[src/hdl/v2dd_pkg.sv]
// ----------------------------------------------------------------------------
// v2dd_pkg
// shared types, constants and the arctangent table of the drive controller
// ----------------------------------------------------------------------------
package v2dd_pkg;

  localparam int TableLen = 20;
  localparam int AngW = 20;
  localparam int CordW = 28;

  localparam logic signed [AngW-1:0] AngPi = 20'sd205887;
  localparam logic signed [AngW-1:0] AngHalfPi = 20'sd102944;
  localparam logic signed [AngW-1:0] AngTwoPi = 20'sd411775;
  localparam logic [15:0] InvGain = 16'd39797;

  localparam logic [2:0] RegTol = 3'd0;
  localparam logic [2:0] RegTurnScale = 3'd1;
  localparam logic [2:0] RegTurnGain = 3'd2;
  localparam logic [2:0] RegTrackGain = 3'd3;
  localparam logic [2:0] RegMaxLin = 3'd4;
  localparam logic [2:0] RegMaxAng = 3'd5;

  typedef struct packed {
    logic [14:0] tol;
    logic [15:0] turn_scale;
    logic [15:0] turn_gain;
    logic [15:0] track_gain;
    logic [14:0] max_lin;
    logic [14:0] max_ang;
  } cfg_t;

  // carried alongside the cordic data
  typedef struct packed {
    logic zero;
    logic turn;
    logic neg;
    logic signed [AngW-1:0] err;
  } side_t;

  function automatic logic signed [AngW-1:0] atan_lut(input int i);
    logic signed [AngW-1:0] r;
    begin
      unique case (i)
        0: r = 20'sd51472;
        1: r = 20'sd30386;
        2: r = 20'sd16055;
        3: r = 20'sd8150;
        4: r = 20'sd4091;
        5: r = 20'sd2047;
        6: r = 20'sd1024;
        7: r = 20'sd512;
        8: r = 20'sd256;
        9: r = 20'sd128;
        10: r = 20'sd64;
        11: r = 20'sd32;
        12: r = 20'sd16;
        13: r = 20'sd8;
        14: r = 20'sd4;
        15: r = 20'sd2;
        16: r = 20'sd1;
        default: r = '0;
      endcase
      return r;
    end
  endfunction

endpackage

[src/hdl/v2dd_rot_stage.sv]
// ----------------------------------------------------------------------------
// v2dd_rot_stage
// one registered rotation cordic iteration carrying magnitude and flags
// ----------------------------------------------------------------------------
module v2dd_rot_stage #(
  parameter int Idx = 0
) (
  input  logic clk,
  input  logic en,
  input  logic signed [v2dd_pkg::CordW-1:0] x_in,
  input  logic signed [v2dd_pkg::CordW-1:0] y_in,
  input  logic signed [v2dd_pkg::AngW-1:0] z_in,
  input  logic [15:0] mag_in,
  input  v2dd_pkg::side_t side_in,
  output logic signed [v2dd_pkg::CordW-1:0] x,
  output logic signed [v2dd_pkg::CordW-1:0] y,
  output logic signed [v2dd_pkg::AngW-1:0] z,
  output logic [15:0] mag,
  output v2dd_pkg::side_t side
);
  import v2dd_pkg::*;

  logic signed [CordW-1:0] dx, dy;
  assign dx = y_in >>> Idx;
  assign dy = x_in >>> Idx;

  always_ff @(posedge clk) begin
    if (en) begin
      if (z_in >= 0) begin
        x <= x_in - dx;
        y <= y_in + dy;
        z <= z_in - atan_lut(Idx);
      end else begin
        x <= x_in + dx;
        y <= y_in - dy;
        z <= z_in + atan_lut(Idx);
      end
      mag <= mag_in;
      side <= side_in;
    end
  end
endmodule

[config.mk]
export PLATFORM = sky130hd
export DESIGN_NAME = v2dd_rot_stage
export DESIGN_NICKNAME = d
export VERILOG_FILES = /design/src/hdl/v2dd_pkg.sv /design/src/hdl/v2dd_rot_stage.sv
export SDC_FILE = /design/constraint.sdc
export NUM_CORES = 1
export LEC_CHECK = 0
export BUFFER_PORTS_ARGS = -buffer_cell sky130_fd_sc_hd__buf_2
export CAP_MARGIN = 20
export CELL_PAD_IN_SITES_DETAIL_PLACEMENT = 2
export CELL_PAD_IN_SITES_GLOBAL_PLACEMENT = 2
export CORE_UTILIZATION = 33
export CTS_CLUSTER_SIZE = 20
export DETAILED_ROUTE_END_ITERATION = 8
export PLACE_DENSITY_LB_ADDON = 0.05
export SETUP_SLACK_MARGIN = 0.2
export SLEW_MARGIN = 10
export SYNTH_ARGS = -nofsm -noshare
export SYNTH_HDL_FRONTEND = slang
export SYNTH_SLANG_ARGS = --single-unit
[constraint.sdc]
create_clock -name clk -period 5.4 [get_ports clk]
set_input_delay 0.81 -clock clk [delete_from_list [all_inputs] [get_ports clk]]
set_output_delay 0.81 -clock clk [all_outputs]
set_load 0.01 [all_outputs]
==> metrics.md <==
| Metric | Value |
|---|---|
| Starting DRT DRC Count | 377 |
| Cells after DPL | 1418 |
| Number of antenna violations at the first check in global routing | 2 |
| GP Congestion | 0.8399 |
| Post-synthesis cell area | 8584 sq um |
| Post-synthesis average cell area | 9.667 sq um |
| Transition time at the pin with the least slew margin | 954.1 ps |
| Clock edge transition at the registers on the reported setup and hold paths | 70 ps |
| Global-route usage over all layers | 0.2273 |
| WL per Instance | 20.68 um |
| Std-Cell Core Area | 25330 sq um |
| Proportion of synthesized flip-flops having asynchronous set or reset | 0 |
| Yosys cell types | 69 |
| Number of inserted filler cells in the final layout | 2807 |
| Leakage power summed over all cells | 0.004740 uW |
| Total via count after detailed routing | 7576 |
| Crit share post-route | 0.7982 |
| Number of CTS-inserted buffers | 17 |
| Buffers inserted by post-CTS timing repair | 0 |
| Post-CTS Hold Buffers | 0 |
| Time the final worst path needs with I/O delays and setup | 4310 ps |
| Area leader, netlist | edfxtp_1 |
| Library cell used as clock root buffer | clkbuf_16 |
| Area contributors post-synth | edfxtp_1 40%, ha_1 14%, a21oi_1 5.8% |
| IO buf count | 231 |
| Startpoint type of the worst setup path | input port |
| Peak clock frequency supported by timing | 232.0 MHz |
| Clk buf depth | 2 |
| Layout cell share with drive strength beyond 1 | 0.2518 |
| CP Capture Type | flip-flop |
| Placement row count | 58 |
| Initial core utilization | 0.3389 |
| Count of final hold-check violations | 0 |
| CTS tree | done |
| Smallest hold slack | 555.8 ps |
| Relative slew slack | 0.3639 |
| EDFF count, synth | 114 |
| Class of the most critical hold timing path | input port to flip-flop |
| Horizontal die dimension | 163.3 um |
| Detailed-route wire length | 30010 um |
| P per Cell Area | 305.3 nW/um^2 |
| Count of warnings emitted by yosys | 0 |
| Proportion of netlist area held by the largest area contributor | 0.3988 |
| Vias in the first global route | 7991 |
| # H-tree levels | 4 |
| Chip Height | 163.3 um |
| Clock sinks | 114 |
| Router iterations before antenna repair | 4 |
| Setup TNS after final layout | 0 ps |
| Class of the most critical setup path | input port to flip-flop |
| Number of max-slew violations in the final report | 0 |
| P&R area growth vs syn | 23.98% |
| Wire length of the first global-routing pass | 45930 um |
| GR Overflow Total | 0 |
| # DRC | 0 |
| Number of nets still failing antenna checks after routing | 0 |
| Largest vdd supply drop | 0.1728 mV |
| Most used cells in the layout excluding fill and tap cells | 230 x buf_2, 114 x edfxtp_1, 100 x a21oi_1 |
| Die outline area | 26660 sq um |
| Top-level port count | 232 |
| Most common cell after layout, fill and taps aside | buf_2 |
| Number of storage elements in the synthesis netlist | 114 |
| Pin count of the biggest net entering global routing | 73 |
| Setup repair after global routing missed its margin | no |
| Data required, critical path | 5560 ps |
| Half-perimeter wire length after placement | 23570 um |
| Final net count | 1324 |
| Outcome | completed |
| Number of gates resized after CTS | 0 |
| Reported max-cap violation count | 0 |
| Filler-free cell count of the finished design | 1451 |
| Net count after synthesis | 1105 |
| Final setup fails | 0 |
| Cells after Synth | 888 |
| Worst Path Max Fanout | 51 |
| Proportion of synthesized chip area in sequential cells | 0.3988 |
| Data arrival time of the worst path | 4470 ps |
| Ys flop type | edfxtp_1 |
| Via/cell ratio | 5.221 |
[final cells by class]
type	instances	area [sq um]	share of cell area
Tap cell	330	412.9	0.03880
Inverter	95	356.6	0.03351
Sequential cell	114	3423	0.3217
Antenna cell	1	2.502	0.0002351
Clock inverter	15	175.2	0.01646
Multi-Input combinational cell	645	4666	0.4384
Timing Repair Buffer	234	1181	0.1110
Clock buffer	17	425.4	0.03997
[metal layers]
metal  up-vias  part of all wire  wire length (um)  GRT usage
met5         -           0.00043                13          0
met4         2            0.0096               289    0.05268
met3        22             0.054              1609    0.04672
met2       213              0.48             14430     0.3873
met1      3700              0.46             13660     0.2930
li1       3639                 -                 -          -
[final timing paths]
| path | from | end | depth (start not counted) |
|---|---|---|---|
| worst min-delay path | mag_in[6] | mag[6]$_DFFE_PP_ | 1 |
| worst max-delay path | z_in[19] | z[19]$_DFFE_PP_ | 17 |
[cell usage after synthesis, types with 5 or more instances]
cell type / number
edfxtp_1: 114
a21oi_1: 100
ha_1: 96
inv_1: 91
nor2_1: 76
xnor2_1: 57
o21ai_0: 43
nand2_1: 37
a21o_1: 18
clkbuf_1: 18
nand3_1: 18
nor3_1: 16
a211oi_1: 15
o21bai_1: 15
o211ai_1: 11
nand2b_1: 10
mux2i_1: 9
buf_2: 8
buf_1: 7
nor2b_1: 7
xor2_1: 7
a31oi_1: 6
nand4_1: 6
a21boi_0: 5
and2_1: 5
nor4_1: 5
[kinds of logic after synthesis]
family | Yosys count | synth area share
AO/OA/AOI/OAI | 271 | 0.2071
XOR/XNOR | 64 | 0.06530
adder cells (fa/ha/maj) | 100 | 0.1492
buffers and inverters | 129 | 0.05801
flip-flops | 114 | 0.3988
multiplexers | 9 | 0.01049
AND/OR/NAND/NOR | 201 | 0.1111
[per-stage QoR]
stage | setup slack [ps] | cell area (sq um) | total power, uW | utilization
finish | 1090 | 10640 | 3249 | 0.4202
global route | 757.9 | 10640 | 3411 | 0.4201
global placement | 848.3 | 10040 | 2067 | 0.3964
floorplan | 940.6 | 8584 | 1719 | -
CTS | 1090 | 10640 | 3297 | 0.4201
detailed placement | 641.4 | 10040 | 2090 | 0.3964
[where the power goes]
group,internal (uW),switching [uW]
sequential,1130,32.4
clock,694,487
combinational,348,559
total,2170,1080
[sequential cells by signal, indices dropped and copies added, names as in the netlist]
signal / count
z: 20
side: 23
x: 28
y: 27
mag: 16
[critical path, stage by stage]
cell and delay, ps:
buf_2 120, inv_1 80, ha_1 150, nor4b_1 240, nand4_1 110, nor4_1 300, nand2b_2 430, clkinv_1 200
buf_4 350, ha_1 430, a31oi_1 230, o211ai_1 150, a31o_2 260, a21o_1 190, a21oi_1 160, o21bai_1 100
xor2_1 150
No activity file was read; power rests on OpenSTA's default activity.
