==> config.mk <==
export PLATFORM = sky130hd
export DESIGN_NAME = v2dd_vec_stage
export DESIGN_NICKNAME = d
export VERILOG_FILES = /design/src/hdl/v2dd_pkg.sv /design/src/hdl/v2dd_vec_stage.sv
export SDC_FILE = /design/constraint.sdc
export NUM_CORES = 1
export LEC_CHECK = 0
export BUFFER_PORTS_ARGS = -buffer_cell sky130_fd_sc_hd__buf_2
export CAP_MARGIN = 15
export CORE_ASPECT_RATIO = 1.2
export CORE_UTILIZATION = 51
export CTS_CLUSTER_DIAMETER = 60
export DETAILED_ROUTE_END_ITERATION = 8
export PLACE_DENSITY_LB_ADDON = 0.1
export SLEW_MARGIN = 20
export SYNTH_ARGS = -nofsm -noshare
export SYNTH_HDL_FRONTEND = slang
export SYNTH_SLANG_ARGS = --single-unit
==> constraint.sdc <==
create_clock -name clk -period 3 [get_ports clk]
set_input_delay 0 -clock clk [delete_from_list [all_inputs] [get_ports clk]]
set_output_delay 0 -clock clk [all_outputs]
set_load 0.03 [all_outputs]
==> src/hdl/v2dd_pkg.sv <==
// ----------------------------------------------------------------------------
// v2dd_pkg
// shared types, constants and the arctangent table of the drive controller
// ----------------------------------------------------------------------------
package v2dd_pkg;

  localparam int TableLen = 20;
  localparam int AngW = 20;
  localparam int CordW = 28;

  localparam logic signed [AngW-1:0] AngPi = 20'sd205887;
  localparam logic signed [AngW-1:0] AngHalfPi = 20'sd102944;
  localparam logic signed [AngW-1:0] AngTwoPi = 20'sd411775;
  localparam logic [15:0] InvGain = 16'd39797;

  localparam logic [2:0] RegTol = 3'd0;
  localparam logic [2:0] RegTurnScale = 3'd1;
  localparam logic [2:0] RegTurnGain = 3'd2;
  localparam logic [2:0] RegTrackGain = 3'd3;
  localparam logic [2:0] RegMaxLin = 3'd4;
  localparam logic [2:0] RegMaxAng = 3'd5;

  typedef struct packed {
    logic [14:0] tol;
    logic [15:0] turn_scale;
    logic [15:0] turn_gain;
    logic [15:0] track_gain;
    logic [14:0] max_lin;
    logic [14:0] max_ang;
  } cfg_t;

  // carried alongside the cordic data
  typedef struct packed {
    logic zero;
    logic turn;
    logic neg;
    logic signed [AngW-1:0] err;
  } side_t;

  function automatic logic signed [AngW-1:0] atan_lut(input int i);
    logic signed [AngW-1:0] r;
    begin
      unique case (i)
        0: r = 20'sd51472;
        1: r = 20'sd30386;
        2: r = 20'sd16055;
        3: r = 20'sd8150;
        4: r = 20'sd4091;
        5: r = 20'sd2047;
        6: r = 20'sd1024;
        7: r = 20'sd512;
        8: r = 20'sd256;
        9: r = 20'sd128;
        10: r = 20'sd64;
        11: r = 20'sd32;
        12: r = 20'sd16;
        13: r = 20'sd8;
        14: r = 20'sd4;
        15: r = 20'sd2;
        16: r = 20'sd1;
        default: r = '0;
      endcase
      return r;
    end
  endfunction

endpackage

==> src/hdl/v2dd_vec_stage.sv <==
// ----------------------------------------------------------------------------
// v2dd_vec_stage
// one registered vectoring cordic iteration
// ----------------------------------------------------------------------------
module v2dd_vec_stage #(
  parameter int Idx = 0
) (
  input  logic clk,
  input  logic en,
  input  logic signed [v2dd_pkg::CordW-1:0] x_in,
  input  logic signed [v2dd_pkg::CordW-1:0] y_in,
  input  logic signed [v2dd_pkg::AngW-1:0] z_in,
  input  logic signed [15:0] hd_in,
  input  logic zero_in,
  output logic signed [v2dd_pkg::CordW-1:0] x,
  output logic signed [v2dd_pkg::CordW-1:0] y,
  output logic signed [v2dd_pkg::AngW-1:0] z,
  output logic signed [15:0] hd,
  output logic zero
);
  import v2dd_pkg::*;

  logic signed [CordW-1:0] dx, dy;
  assign dx = y_in >>> Idx;
  assign dy = x_in >>> Idx;

  always_ff @(posedge clk) begin
    if (en) begin
      if (y_in > 0) begin
        x <= x_in + dx;
        y <= y_in - dy;
        z <= z_in + atan_lut(Idx);
      end else begin
        x <= x_in - dx;
        y <= y_in + dy;
        z <= z_in - atan_lut(Idx);
      end
      hd <= hd_in;
      zero <= zero_in;
    end
  end
endmodule

==> summary.txt <==
Routed length on met3 -> 1323 um
Crit path time final -> 2874 ps
Post-layout utilization of the core -> 66.63%
Static leakage power -> 4.733 nW
Kind of critical path -> in -> reg
Global-route wire length before repair -> 37400 um
Most frequently used flop master after synthesis -> sky130_fd_sc_hd__edfxtp_1
Hold Startpoint -> z_in[19]
Total number of placement rows -> 50
Critical Path Fanout Max -> 5
Final non-filler cell total -> 1380
Final slew viol count -> 0
Pin count of the biggest net entering global routing -> 71
Worst IR Drop VDD -> 0.2387 mV
Gate Count Post-Synth -> 903
Data arrival time of the worst path -> 2970 ps
Routed wirelength normalized by instance count -> 17.42 um
Number of vias in the routed layout -> 7836
Post-detailed-route via-to-cell ratio -> 5.678
Most common cell in the synthesized netlist -> sky130_fd_sc_hd__ha_1
Clock tree from TritonCTS -> built
Total number of yosys warnings -> 0
Number of I/O port buffers -> 187
Most instantiated cells after synthesis -> sky130_fd_sc_hd__ha_1 (95), sky130_fd_sc_hd__edfxtp_1 (92), sky130_fd_sc_hd__a21oi_1 (91)
TritonCTS Buffers -> 9
Max-slew headroom at the worst pin -> 48.35%
Run status -> finished, final reports clean
Htree depth -> 3
Nets in the synthesized netlist -> 1097
Num ports -> 188
Final Worst Setup Slack -> 125.9 ps
Post-Route WL -> 24040 um
Total routing resource utilization after global routing -> 28.58%
Pwr dens -> 463.7 mW/mm^2
DRT iter0 DRCs -> 600
Detailed-placement wirelength estimate -> 19040 um
Core area -> 0.01570 mm^2
Weighted congestion at the end of routability-driven global placement -> 1.008
Overall die area -> 0.01673 mm^2
WHS -> 73.73 ps
Number of library cell types mapped by synthesis -> 68
Number of antenna-violating nets in the routed design -> 0
Routed met2 length -> 11730 um
Endpoint class of the critical path -> flip-flop
Post-Synthesis Mean Instance Area -> 9.160 um^2
Launching instance or port of the critical path -> y_in[1]
Antenna violations before repair -> 0
Placed Cells incl. Taps -> 1342
Total power draw -> 4.851 mW
Die height -> 141.5 um
Layout overhead on the synthesized area -> 26.49%
Cell Area, Placed -> 0.009922 mm^2
Fraction of post-synthesis cell area in the top cell type by area -> 33.40%
Sequential-to-total area share from yosys stat -> 33.40%
Pre-CTS setup slack -> -249.2 ps
Aggregate negative setup slack -> 0 ps
Setup Buffers After CTS -> 0
Number of buffers on the longest clock path -> 2
Antenna cell count -> 0
Area taken by multi-input logic gates -> 0.005040 mm^2
Width of the die -> 118.3 um
Setup-violating endpoint count in the final report -> 0
Post-synth top area cell -> sky130_fd_sc_hd__edfxtp_1
Number of synthesized register bits -> 92
Hold Fails Final Rpt -> 0
Clock Root Buffer -> sky130_fd_sc_hd__clkbuf_16
CP Data Required Time -> 3100 ps
Worst min-delay path category -> in -> reg
Routed length on met1 -> 10040 um
Pre-antenna DRT Iters -> 5
Global-route congestion overflow total -> 0
Worst setup SP type -> input pin
Leading post-synthesis cells by cell area -> sky130_fd_sc_hd__edfxtp_1 (33%), sky130_fd_sc_hd__ha_1 (14%), sky130_fd_sc_hd__xnor2_1 (5.8%)
Storage element area -> 0.002763 mm^2
Post-CTS clock slew at the launch and capture registers of the worst setup and hold paths -> 70 ps
Clk sink count -> 92
Number of global-route vias before repair -> 7433
Design area -> 0.01046 mm^2
Top sig layer -> met4
Max_cap viols -> 0
Cell Area, Synth -> 0.008272 mm^2
Share of the clock period used by the worst path after layout -> 95.80%
Number of flops mapped to enable cells by yosys -> 92
Starting density of the core -> 52.68%
Layout filler cell count -> 1364
Fin nets -> 1361
Residual DRC count -> 0
Post-synth ARST share -> 0%
Achievable frequency -> 347.9 MHz
Tightest Pin Transition -> 774.7 ps
Share of post-route cells with drive strength above 1 -> 27.39%
worst paths after layout:
path                  slack [ps]     to  cells after the start
worst min-delay path          70  z[19]                      3
worst max-delay path         130  z[19]                     16
state kept, by name, indices dropped and copies added (netlist names):
signal and cells:
z 20, y 27, hd 16, x 28, zero 1
per-layer routing:
| metal | vias to the layer above | global-route usage (%) |
|---|---|---|
| met5 | - | 0 |
| met3 | 65 | 3.577 |
| met1 | 3633 | 35.67 |
| li1 | 3813 | - |
| met4 | 0 | 12.69 |
| met2 | 325 | 49.57 |
critical path, cell delays in order:
cell and delay (ps):
sky130_fd_sc_hd__buf_2 120, sky130_fd_sc_hd__nor4_2 390, sky130_fd_sc_hd__nand4_1 250, sky130_fd_sc_hd__buf_4 210, sky130_fd_sc_hd__o21bai_4 200, sky130_fd_sc_hd__inv_1 100, sky130_fd_sc_hd__buf_4 160, sky130_fd_sc_hd__ha_1 190
sky130_fd_sc_hd__a21o_1 160, sky130_fd_sc_hd__a21o_1 180, sky130_fd_sc_hd__and2_1 170, sky130_fd_sc_hd__a31oi_1 190, sky130_fd_sc_hd__o211ai_1 150, sky130_fd_sc_hd__a31o_2 250, sky130_fd_sc_hd__a21oi_1 190, sky130_fd_sc_hd__xnor2_1 90
cell type report:
| class | count | area share, % |
|---|---|---|
| Clock buffer | 9 | 2.153 |
| Clock inverter | 7 | 0.6697 |
| Inverter | 88 | 3.157 |
| Multi-Input combinational cell | 685 | 48.17 |
| Sequential cell | 92 | 26.41 |
| Tap cell | 208 | 2.487 |
| Timing Repair Buffer | 291 | 16.96 |
power by group:
group | switching [mW] | internal, mW | leakage, nW
Sequential | 0.0475 | 1.66 | 0.900
Clock | 0.547 | 0.584 | 0.141
Combinational | 1.27 | 0.738 | 3.69
Total | 1.86 | 2.99 | 4.73
placed cells by master, fill, tap and decap left out, types with 4 or more instances in the layout:
master                            n
sky130_fd_sc_hd__buf_2          186
sky130_fd_sc_hd__ha_1            95
sky130_fd_sc_hd__edfxtp_1        92
sky130_fd_sc_hd__a21oi_1         91
sky130_fd_sc_hd__inv_1           85
sky130_fd_sc_hd__buf_4           83
sky130_fd_sc_hd__nor2_1          62
sky130_fd_sc_hd__o21ai_0         56
sky130_fd_sc_hd__xnor2_1         55
sky130_fd_sc_hd__nand2_1         46
sky130_fd_sc_hd__a21o_1          23
sky130_fd_sc_hd__nor3_1          22
sky130_fd_sc_hd__o21bai_1        22
sky130_fd_sc_hd__dlygate4sd3_1   22
sky130_fd_sc_hd__nand3_1         17
sky130_fd_sc_hd__a31oi_1         14
sky130_fd_sc_hd__nor2b_1         13
sky130_fd_sc_hd__nand4_1         12
sky130_fd_sc_hd__o31ai_1         11
sky130_fd_sc_hd__xor2_1           9
sky130_fd_sc_hd__a211oi_1         9
sky130_fd_sc_hd__or3_1            9
sky130_fd_sc_hd__mux2i_1          9
sky130_fd_sc_hd__clkbuf_16        9
sky130_fd_sc_hd__nor4_1           7
sky130_fd_sc_hd__o211ai_1         7
sky130_fd_sc_hd__nor4_2           5
sky130_fd_sc_hd__and3_1           5
sky130_fd_sc_hd__and2_1           5
sky130_fd_sc_hd__o21ai_1          5
sky130_fd_sc_hd__a2111oi_0        5
sky130_fd_sc_hd__a31o_2           4
sky130_fd_sc_hd__or2_2            4
sky130_fd_sc_hd__o2111ai_1        4
sky130_fd_sc_hd__fa_1             4
repair_timing:
item                                   4_1_cts  5_1_grt
hold buffers                                22        0
setup endpoints to repair                    0        5
resized for setup                            0        6
endpoints found under the hold margin       22        0
kinds of logic (layout without fill, tap and decap cells):
logic type	after synthesis	count (layout)	synth area share, %
xor gates and xnor gates	64	64	6.777
buffers and inverters	126	395	6.111
adders and majority gates	99	99	15.34
DFF	92	92	33.40
AOI/OAI and AO/OA	293	293	24.14
and+or+nand+nor	220	220	13.14
muxes	9	9	1.089
No activity file was read; power rests on OpenSTA's default activity.
